File: src/hw/rtl/olapwm_pkg.sv
`timescale 1ns / 1ps
`default_nettype none
// ----------------------------------------------------------------------------
// Open-loop alignment PWM package
// Field layouts, fixed-point constants and the CORDIC arctangent table shared
// by the alignment PWM stage.
// ----------------------------------------------------------------------------
package olapwm_pkg;

  // Register indexes of the configuration port.
  localparam int unsigned CfgAddrW = 1;
  localparam logic [CfgAddrW-1:0] REG_CURRENT_LIMIT = 1'b0;
  localparam logic [CfgAddrW-1:0] REG_BUS_VOLTAGE   = 1'b1;

  // Reset values of the configuration registers.
  localparam logic [14:0] CurrentLimitRst = 15'd3000;
  localparam logic [15:0] BusVoltageRst   = 16'd24000;

  // Bus voltage floor and the value used at or below it.
  localparam logic [15:0] BusFloorMv   = 16'd1000;
  localparam logic [15:0] DefaultBusMv = 16'd24000;

  // Clamp of the d-axis voltage in millivolts.
  localparam logic signed [15:0] VdLimitMv = 16'sd3000;

  // CORDIC gain compensation and sqrt(3)/2, both Q16.
  localparam logic signed [17:0] CordicGainQ16 = 18'sd39797;
  localparam logic signed [17:0] HalfSqrt3Q16  = 18'sd56756;

  // Iteration counts.
  localparam int unsigned AtanEntries    = 24;
  localparam int unsigned CordicStepsDef = 16;
  localparam int unsigned IterW          = 5;
  localparam int unsigned DivBits        = 32;
  localparam int unsigned DivCntW        = 5;

  // Input item, last field in the lowest bits.
  typedef struct packed {
    logic [15:0]        align_angle;
    logic signed [15:0] align_voltage_mv;
    logic               align_request;
    logic               calibrating;
    logic               clear_trip;
    logic               currents_ok;
    logic signed [15:0] current_c_ma;
    logic signed [15:0] current_b_ma;
    logic signed [15:0] current_a_ma;
  } in_item_t;

  // Result item, last field in the lowest bits.
  typedef struct packed {
    logic signed [12:0] applied_vd_mv;
    logic [15:0]        duty_phase_c;
    logic [15:0]        duty_phase_b;
    logic [15:0]        duty_phase_a;
    logic               pwm_off_event;
    logic               pwm_start_event;
    logic               pwm_active;
    logic               trip_latched;
    logic [15:0]        peak_current_ma;
  } res_item_t;

  localparam int unsigned InDataW  = 88;
  localparam int unsigned OutDataW = 88;

  // Arctangent of 2^-i in units of 2^-32 turn.
  function automatic logic [29:0] atan_turn(input logic [IterW-1:0] idx);
    logic [29:0] val;
    unique case (idx)
      5'd0:    val = 30'd536870912;
      5'd1:    val = 30'd316933406;
      5'd2:    val = 30'd167458907;
      5'd3:    val = 30'd85004756;
      5'd4:    val = 30'd42667331;
      5'd5:    val = 30'd21354465;
      5'd6:    val = 30'd10679838;
      5'd7:    val = 30'd5340245;
      5'd8:    val = 30'd2670163;
      5'd9:    val = 30'd1335087;
      5'd10:   val = 30'd667544;
      5'd11:   val = 30'd333772;
      5'd12:   val = 30'd166886;
      5'd13:   val = 30'd83443;
      5'd14:   val = 30'd41722;
      5'd15:   val = 30'd20861;
      5'd16:   val = 30'd10430;
      5'd17:   val = 30'd5215;
      5'd18:   val = 30'd2608;
      5'd19:   val = 30'd1304;
      5'd20:   val = 30'd652;
      5'd21:   val = 30'd326;
      5'd22:   val = 30'd163;
      5'd23:   val = 30'd81;
      default: val = 30'd0;
    endcase
    return val;
  endfunction

endpackage
`default_nettype wire

File: src/hw/rtl/open_loop_align_pwm_with_trip.sv
`timescale 1ns / 1ps
`default_nettype none
// ----------------------------------------------------------------------------
// Open-loop alignment PWM stage with over-current trip
//
//   Channel  Direction  Content
//   s_axis   in         three phase currents, status flags, voltage, angle
//   m_axis   out        peak current, trip/PWM flags, three duties, applied vd
//   cfg      in         current limit (index 0), bus voltage (index 1)
//
// One item at a time. An item that drives the PWM runs CORDIC_STEPS rotation
// steps, with CORDIC_STEPS capped at 24: the CORDIC rotation shares one add/shift
// datapath, one step per cycle, and the three duties go through one radix-2
// divider in turn, each with a load, its shift-subtract steps and a store. An
// item that leaves the PWM off skips the rotation and the divider. The input
// stalls while an item is worked on; the result register lets the next item
// start while a result still waits, and the block holds its result until the
// register frees.
// Reset clears the trip latch, the run flag and the registers to their defaults.
// ----------------------------------------------------------------------------
module open_loop_align_pwm_with_trip #(
  parameter int unsigned CORDIC_STEPS = olapwm_pkg::CordicStepsDef
) (
  input  wire logic                                 clk_i,
  input  wire logic                                 rst_ni,
  // tdata: current_a_ma, current_b_ma, current_c_ma, currents_ok, clear_trip,
  //        calibrating, align_request, align_voltage_mv, align_angle
  input  wire logic                                 s_axis_tvalid_i,
  output logic                                      s_axis_tready_o,
  input  wire logic [olapwm_pkg::InDataW-1:0]       s_axis_tdata_i,
  // tdata: peak_current_ma, trip_latched, pwm_active, pwm_start_event,
  //        pwm_off_event, duty_phase_a, duty_phase_b, duty_phase_c, applied_vd_mv
  output logic                                      m_axis_tvalid_o,
  input  wire logic                                 m_axis_tready_i,
  output logic [olapwm_pkg::OutDataW-1:0]           m_axis_tdata_o,
  input  wire logic                                 cfg_we_i,
  input  wire logic [olapwm_pkg::CfgAddrW-1:0]      cfg_addr_i,
  input  wire logic [15:0]                          cfg_wdata_i
);
  import olapwm_pkg::*;

  localparam int unsigned StepsEff =
      (CORDIC_STEPS > AtanEntries) ? AtanEntries : CORDIC_STEPS;
  localparam logic [IterW-1:0] IterLast = IterW'(StepsEff - 1);
  localparam logic [DivCntW-1:0] DivLast = DivCntW'(DivBits - 1);

  typedef enum logic [9:0] {
    S_IDLE  = 10'b0000000001,
    S_CHECK = 10'b0000000010,
    S_PRE   = 10'b0000000100,
    S_ROT   = 10'b0000001000,
    S_MUL   = 10'b0000010000,
    S_COMB  = 10'b0000100000,
    S_DLOAD = 10'b0001000000,
    S_DSTEP = 10'b0010000000,
    S_DFIN  = 10'b0100000000,
    S_WAIT  = 10'b1000000000
  } state_e;

  // Control registers.
  state_e        state_q, state_d;
  logic          latch_q, latch_d;
  logic          running_q, running_d;
  logic          out_valid_q, out_valid_d;
  logic [14:0]   limit_q;
  logic [15:0]   bus_q;

  // Working registers.
  in_item_t           item_q;
  res_item_t          res_q, res_d;
  res_item_t          out_q;
  logic               fold_q, fold_d;
  logic signed [31:0] x_q, x_d;
  logic signed [31:0] y_q, y_d;
  logic signed [33:0] z_q, z_d;
  logic [IterW-1:0]   iter_q, iter_d;
  logic signed [49:0] prod_q, prod_d;
  logic signed [31:0] vb_q, vb_d;
  logic signed [31:0] vc_q, vc_d;
  logic [1:0]         phase_q, phase_d;
  logic [31:0]        dvd_q, dvd_d;
  logic [15:0]        rem_q, rem_d;
  logic               neg_q, neg_d;
  logic [DivCntW-1:0] dcnt_q, dcnt_d;

  // Shared multiplier.
  logic signed [31:0] mul_a;
  logic signed [17:0] mul_b;
  logic signed [49:0] mul_p;

  // Combinational helpers.
  logic [16:0]        abs_a, abs_b, abs_c, peak;
  logic               trip_n, active;
  logic signed [12:0] vd_clamp;
  logic signed [15:0] ang_f;
  logic signed [31:0] xs, ys;
  logic signed [33:0] atan_s;
  logic signed [49:0] x_hi;
  logic signed [49:0] vb_sum, vc_sum;
  logic signed [31:0] div_op;
  logic [16:0]        rem_sh;
  logic               rem_ge;
  logic [15:0]        vbus;
  logic [15:0]        duty;

  logic in_xfer;
  assign in_xfer         = s_axis_tvalid_i && s_axis_tready_o;
  assign s_axis_tready_o = (state_q == S_IDLE);
  assign m_axis_tvalid_o = out_valid_q;
  assign m_axis_tdata_o  = {7'b0, out_q};

  // Magnitudes of the phase currents and their maximum.
  function automatic logic [16:0] mag16(input logic signed [15:0] v);
    return v[15] ? (17'd0 - {v[15], v}) : {1'b0, v};
  endfunction

  always_comb begin
    abs_a = mag16(item_q.current_a_ma);
    abs_b = mag16(item_q.current_b_ma);
    abs_c = mag16(item_q.current_c_ma);
    peak  = abs_a;
    if (abs_b > peak) peak = abs_b;
    if (abs_c > peak) peak = abs_c;
    trip_n = (item_q.clear_trip ? 1'b0 : latch_q) |
             (item_q.currents_ok && (peak > {2'b0, limit_q}));
  end

  // Voltage clamp and drive decision.
  always_comb begin
    priority if (item_q.align_voltage_mv > VdLimitMv) begin
      vd_clamp = 13'(VdLimitMv);
    end else if (item_q.align_voltage_mv < -VdLimitMv) begin
      vd_clamp = 13'(-VdLimitMv);
    end else begin
      vd_clamp = item_q.align_voltage_mv[12:0];
    end
    active = !trip_n && !item_q.calibrating && item_q.align_request &&
             (vd_clamp != 13'sd0);
  end

  // Angle folded into a quarter turn either side of zero.
  always_comb begin
    unique case (item_q.align_angle[15:14])
      2'b01, 2'b10: ang_f = {~item_q.align_angle[15], item_q.align_angle[14:0]};
      default:      ang_f = item_q.align_angle;
    endcase
  end

  // Multiplier: gain compensation first, then the sqrt(3)/2 term.
  always_comb begin
    if (state_q == S_PRE) begin
      mul_a = {{19{res_q.applied_vd_mv[12]}}, res_q.applied_vd_mv};
      mul_b = CordicGainQ16;
    end else begin
      mul_a = y_q;
      mul_b = HalfSqrt3Q16;
    end
    mul_p = mul_a * mul_b;
  end

  // CORDIC step datapath.
  always_comb begin
    xs     = x_q >>> iter_q;
    ys     = y_q >>> iter_q;
    atan_s = {4'b0, atan_turn(iter_q)};
  end

  // Inverse Clarke for phases B and C.
  always_comb begin
    x_hi   = {{3{x_q[31]}}, x_q, 15'b0};
    vb_sum = prod_q - x_hi;
    vc_sum = -x_hi - prod_q;
  end

  // Divider operand, step and duty saturation.
  always_comb begin
    vbus = (bus_q > BusFloorMv) ? bus_q : DefaultBusMv;
    unique case (phase_q)
      2'd0:    div_op = x_q;
      2'd1:    div_op = vb_q;
      default: div_op = vc_q;
    endcase
    rem_sh = {rem_q, dvd_q[31]};
    rem_ge = (rem_sh >= {1'b0, vbus});
    if (neg_q) begin
      duty = (dvd_q > 32'd32768) ? 16'd0 : 16'(32'd32768 - dvd_q);
    end else begin
      duty = (dvd_q > 32'd32767) ? 16'hFFFF : 16'(32'd32768 + dvd_q);
    end
  end

  // Sequencer.
  always_comb begin
    state_d     = state_q;
    latch_d     = latch_q;
    running_d   = running_q;
    out_valid_d = out_valid_q;
    res_d       = res_q;
    fold_d      = fold_q;
    x_d         = x_q;
    y_d         = y_q;
    z_d         = z_q;
    iter_d      = iter_q;
    prod_d      = prod_q;
    vb_d        = vb_q;
    vc_d        = vc_q;
    phase_d     = phase_q;
    dvd_d       = dvd_q;
    rem_d       = rem_q;
    neg_d       = neg_q;
    dcnt_d      = dcnt_q;

    if (out_valid_q && m_axis_tready_i) begin
      out_valid_d = 1'b0;
    end

    unique case (state_q)
      S_IDLE: begin
        if (in_xfer) begin
          state_d = S_CHECK;
        end
      end
      S_CHECK: begin
        latch_d               = trip_n;
        res_d.peak_current_ma = peak[15:0];
        res_d.trip_latched    = trip_n;
        res_d.pwm_active      = active;
        res_d.pwm_start_event = active && !running_q;
        res_d.pwm_off_event   = !active && running_q;
        res_d.duty_phase_a    = 16'd0;
        res_d.duty_phase_b    = 16'd0;
        res_d.duty_phase_c    = 16'd0;
        res_d.applied_vd_mv   = active ? vd_clamp : 13'sd0;
        running_d             = active;
        fold_d                = item_q.align_angle[15] ^ item_q.align_angle[14];
        state_d               = active ? S_PRE : S_WAIT;
      end
      S_PRE: begin
        x_d     = fold_q ? -mul_p[31:0] : mul_p[31:0];
        y_d     = 32'sd0;
        z_d     = {{2{ang_f[15]}}, ang_f, 16'b0};
        iter_d  = '0;
        state_d = S_ROT;
      end
      S_ROT: begin
        if (!z_q[33]) begin
          x_d = x_q - ys;
          y_d = y_q + xs;
          z_d = z_q - atan_s;
        end else begin
          x_d = x_q + ys;
          y_d = y_q - xs;
          z_d = z_q + atan_s;
        end
        iter_d = iter_q + 1'b1;
        if (iter_q == IterLast) begin
          state_d = S_MUL;
        end
      end
      S_MUL: begin
        prod_d  = mul_p;
        state_d = S_COMB;
      end
      S_COMB: begin
        vb_d    = vb_sum[47:16];
        vc_d    = vc_sum[47:16];
        phase_d = 2'd0;
        state_d = S_DLOAD;
      end
      S_DLOAD: begin
        neg_d   = div_op[31];
        dvd_d   = div_op[31] ? 32'(-div_op) : 32'(div_op);
        rem_d   = '0;
        dcnt_d  = '0;
        state_d = S_DSTEP;
      end
      S_DSTEP: begin
        rem_d  = rem_ge ? 16'(rem_sh - {1'b0, vbus}) : rem_sh[15:0];
        dvd_d  = {dvd_q[30:0], rem_ge};
        dcnt_d = dcnt_q + 1'b1;
        if (dcnt_q == DivLast) begin
          state_d = S_DFIN;
        end
      end
      S_DFIN: begin
        unique case (phase_q)
          2'd0:    res_d.duty_phase_a = duty;
          2'd1:    res_d.duty_phase_b = duty;
          default: res_d.duty_phase_c = duty;
        endcase
        if (phase_q == 2'd2) begin
          state_d = S_WAIT;
        end else begin
          phase_d = phase_q + 1'b1;
          state_d = S_DLOAD;
        end
      end
      S_WAIT: begin
        if (!out_valid_q || m_axis_tready_i) begin
          out_valid_d = 1'b1;
          state_d     = S_IDLE;
        end
      end
      default: state_d = S_IDLE;
    endcase
  end

  // Control state and configuration registers.
  always_ff @(posedge clk_i or negedge rst_ni) begin
    if (!rst_ni) begin
      state_q     <= S_IDLE;
      latch_q     <= 1'b0;
      running_q   <= 1'b0;
      out_valid_q <= 1'b0;
      limit_q     <= CurrentLimitRst;
      bus_q       <= BusVoltageRst;
    end else begin
      state_q     <= state_d;
      latch_q     <= latch_d;
      running_q   <= running_d;
      out_valid_q <= out_valid_d;
      if (cfg_we_i) begin
        unique case (cfg_addr_i)
          REG_CURRENT_LIMIT: limit_q <= cfg_wdata_i[14:0];
          default:           bus_q   <= cfg_wdata_i;
        endcase
      end
    end
  end

  // Datapath registers.
  always_ff @(posedge clk_i) begin
    if (in_xfer) begin
      item_q <= in_item_t'(s_axis_tdata_i[$bits(in_item_t)-1:0]);
    end
    if ((state_q == S_WAIT) && (!out_valid_q || m_axis_tready_i)) begin
      out_q <= res_q;
    end
    res_q  <= res_d;
    fold_q <= fold_d;
    x_q    <= x_d;
    y_q    <= y_d;
    z_q    <= z_d;
    iter_q <= iter_d;
    prod_q <= prod_d;
    vb_q   <= vb_d;
    vc_q   <= vc_d;
    phase_q <= phase_d;
    dvd_q  <= dvd_d;
    rem_q  <= rem_d;
    neg_q  <= neg_d;
    dcnt_q <= dcnt_d;
  end

  // A result never carries both a start and a safe-off event.
  a_events_excl: assert property (@(posedge clk_i) disable iff (!rst_ni)
    out_valid_q |-> !(out_q.pwm_start_event && out_q.pwm_off_event))
    else $error("start and off events in one result");

  // A result with the drive off has zero duties and zero voltage.
  a_off_zero: assert property (@(posedge clk_i) disable iff (!rst_ni)
    (out_valid_q && !out_q.pwm_active) |->
      (out_q.duty_phase_a == 16'd0 && out_q.duty_phase_b == 16'd0 &&
       out_q.duty_phase_c == 16'd0 && out_q.applied_vd_mv == 13'sd0))
    else $error("drive off but outputs not zero");

  // The drive is never reported active while tripped.
  a_trip_blocks: assert property (@(posedge clk_i) disable iff (!rst_ni)
    out_valid_q |-> !(out_q.pwm_active && out_q.trip_latched))
    else $error("drive active while tripped");

  // A result is loaded only into a free or draining output register.
  a_no_overwrite: assert property (@(posedge clk_i) disable iff (!rst_ni)
    (out_valid_q && !m_axis_tready_i && state_q == S_WAIT) |=> state_q == S_WAIT)
    else $error("result overwritten before transfer");

endmodule
`default_nettype wire

File: config.mk
export PLATFORM = sky130hd
export DESIGN_NAME = open_loop_align_pwm_with_trip
export DESIGN_NICKNAME = d
export VERILOG_FILES = /design/src/hw/rtl/olapwm_pkg.sv /design/src/hw/rtl/open_loop_align_pwm_with_trip.sv
export SDC_FILE = /design/constraint.sdc
export NUM_CORES = 2
export LEC_CHECK = 0
export BUFFER_PORTS_ARGS = -buffer_cell sky130_fd_sc_hd__buf_2
export CORE_MARGIN = 3
export CORE_UTILIZATION = 45
export DETAILED_ROUTE_END_ITERATION = 8
export HOLD_SLACK_MARGIN = 0.03
export RECOVER_POWER = 50
export REMOVE_ABC_BUFFERS = 1
export SYNTH_ARGS = -nofsm -noshare
export SYNTH_HDL_FRONTEND = slang
export SYNTH_SLANG_ARGS = --single-unit
File: constraint.sdc
create_clock -name clk_i -period 16.1 [get_ports clk_i]
set_input_delay 4.025 -clock clk_i [delete_from_list [all_inputs] [get_ports clk_i]]
set_output_delay 4.025 -clock clk_i [all_outputs]
set_load 0.02 [all_outputs]
==> impl_metrics.json <==
{
  "status": "finished, violations left",
  "violations": "max-capacitance violations, max-slew violations",
  "post_cts_buffers": 0,
  "skew_ns": 0.0376,
  "cp-end-kind": "flip-flop",
  "port_buffers": 188,
  "yosysTopAreaCellShare": 0.286,
  "synth_area_mm2": 0.0543,
  "drt-initial-drc-count": 3156,
  "grt_usage": 0.220,
  "fin_nets": 6543,
  "cts.path.max_buffers": 3,
  "synth.area.top_cells": "edfxtp_1, ha_1, fa_1",
  "clk_pin_slew_worst_paths_ns": 0.06,
  "drive_gt1_frac": 0.0945,
  "path_cells": "clkbuf_1 > clkbuf_1 > mux4_2 > mux2_2 > a222oi_1 > and4_1 > nand4b_1 > or3_4 > nor4_4 > a21oi_1 > xor2_1 > nor2_1 > a31oi_1 > ha_1 > or3_1 > or4b_2 > o22ai_1 > o41ai_1 > a211o_1 > a211oi_1 > o21ba_2 > xnor2_1 > mux2i_1",
  "cts_tree": "built",
  "drc": 0,
  "hold_path.class": "flip-flop to flip-flop",
  "ctsRootBufferMaster": "clkbuf_16",
  "synth-async-reset-ratio": 0.0743,
  "path_class": "flip-flop to flip-flop",
  "cp_common_cell": "clkbuf_1",
  "wl_per_cell_um": 19.3,
  "numCtsBuffers": 67,
  "die_w_um": 353,
  "num_vias": 40500,
  "grt_max_degree": 80,
  "seq_area_frac_synth": 0.318,
  "ys_ff_latch": 592,
  "drt-pass1-iter-count": 6,
  "maxSlewHeadroom": -2.01,
  "first_global_vias": 39800,
  "pin_count": 200,
  "overflow": 0,
  "via_per_inst": 5.58,
  "critPathSlowestCell": "clkbuf_1",
  "rr_worst_depth": 23,
  "grt_pass1_wl_um": 221000,
  "worstSkewPairLatency_ns": 0.62,
  "yosysTopAreaCell": "edfxtp_1",
  "min_period_over_period": 0.672,
  "core_mm2": 0.119,
  "ant_nets": 0,
  "avgSynthCellArea_um2": 9.89,
  "routed_wl_um": 140000,
  "ys_types": 104,
  "die_y_um": 353,
  "worstMarginPinSlew_ns": 4.51,
  "yosysWarnings": 0,
  "dieArea_mm2": 0.125,
  "hold_depth": 0,
  "initial_core_util": 0.457,
  "synthCells": 5491,
  "hold_viol": 0,
  "rsz0062_at_grt": "no",
  "synth_edf_count": 518,
  "crit_path_start_kind": "flip-flop",
  "area_delta_synth_final_pct": 8.35,
  "fmax_mhz": 92.4,
  "grt_antenna_before_repair": 4,
  "required_ns": 16.32,
  "layout_commonest_cell": "inv_1",
  "critical-path-max-stage-delay_ns": 2.11,
  "cp.arrival_ns": 11.05,
  "gp_congestion": 0.922,
  "utilization": 0.495,
  "worstPathMaxFanout": 53,
  "drv_cap": 13,
  "period_needed_ns": 10.83,
  "h-tree-depth": 3,
  "cts_resized": 0,
  "filler_cell_count": 11100,
  "hold_buffers": 0,
  "final_cell_mix": "inv_1, ha_1, edfxtp_1",
  "drv_slew": 693,
  "cts_sinks": 592,
  "report.final.setup_viol": 0,
  "core.rowCount": 126,
  "hpwl_um": 111000,
  "synth_top_flop_cell": "edfxtp_1",
  "tns_ns": 0
}
-- sequential cells by signal, indices dropped and copies added, names as in the netlist, 34 cells and up --
register	count
item_q	84
m_axis_tdata_o	81
prod_q	48
res_q	81
z_q	34
-- cells in the mapped netlist (64+ instances only) --
cell,count
nor3_1,82
xnor2_1,200
xor2_1,166
a21oi_1,348
nand2_1,424
mux4_2,73
o21ai_0,299
fa_1,303
a21o_1,121
nor2_1,330
edfxtp_1,518
clkbuf_1,138
ha_1,535
inv_1,695
nand3_1,64
mux2i_1,66
-- area by class of cell --
class	count	area (µm²)	area share
clock inverters	41	430	0.00731
inverters	699	2630	0.0446
well taps	1600	2000	0.0340
multi-input cells	4006	33500	0.570
flip-flops and latches	592	17300	0.294
clock buffers	81	1800	0.0306
repair buffers	229	1160	0.0198
diodes	5	12.5	0.000213
-- cell families after synthesis --
logic type      after synthesis  share of synthesized area
fa+ha+maj                   838                      0.235
mux                         189                     0.0542
xor+xnor                    366                     0.0590
flops                       592                      0.318
compound gates             1244                      0.145
other cells                   2                   0.000138
buf+inv                     909                     0.0662
simple gates               1351                      0.122
-- stage by stage --
| stage | worst slack (ns) | instance area [µm²] | hold WS (ns) | instances |
|---|---|---|---|---|
| 6_report | 5.27 | 58900 | 0.412 | 7253 |
| 4_1_cts | 6.21 | 59000 | 0.408 | 7248 |
| 3_3_place_gp | 6.35 | 56700 | 0.401 | 7126 |
| 5_1_grt | 4.41 | 58900 | 0.423 | 7250 |
| 2_1_floorplan | 6.83 | 53400 | 0.400 | 5297 |
| 3_5_place_dp | 6.25 | 56700 | 0.405 | 7126 |
-- path summary, 6_finish.rpt --
path / end / slack, ns / from
worst min register to register: m_axis_tdata_o[16]$_DFFE_PP_ / 0.41 / res_q[16]$_DFFE_PP_
worst max register to register: x_q[31]$_DFFE_PN_ / 5.27 / iter_q[0]$_DFFE_PN_
max in group asynchronous: state_q[2]$_DFFE_PN0P_ / 11.90 / rst_ni
min in group asynchronous: limit_q[14]$_DFFE_PN0P_ / 3.57 / rst_ni
worst min-delay path: m_axis_tdata_o[16]$_DFFE_PP_ / 0.41 / res_q[16]$_DFFE_PP_
worst max-delay path: x_q[31]$_DFFE_PN_ / 5.27 / iter_q[0]$_DFFE_PN_
-- per-layer routing --
layer  up-vias  GRT usage  routed length, µm
met5         -          0                  0
met4         0     0.0543               3290
met3       187     0.0248               8180
met2      1128      0.363              65000
met1     19500      0.311              63200
li1      19600          -                  -
-- critical path: cells and delay by family (launching register included) --
| kind | cells | cell delay (ns) |
|---|---|---|
| AO/OA/AOI/OAI | 8 | 1.98 |
| XOR/XNOR | 2 | 0.40 |
| adder cells (fa/ha/maj) | 1 | 0.25 |
| buffers and inverters | 2 | 3.68 |
| flip-flops | 1 | 0.37 |
| multiplexers | 3 | 1.17 |
| AND/OR/NAND/NOR | 7 | 2.47 |
Power is left out: the tool's default activity adds up to more than one toggle a clock period on the data nets, which glitch-free logic cannot reach.
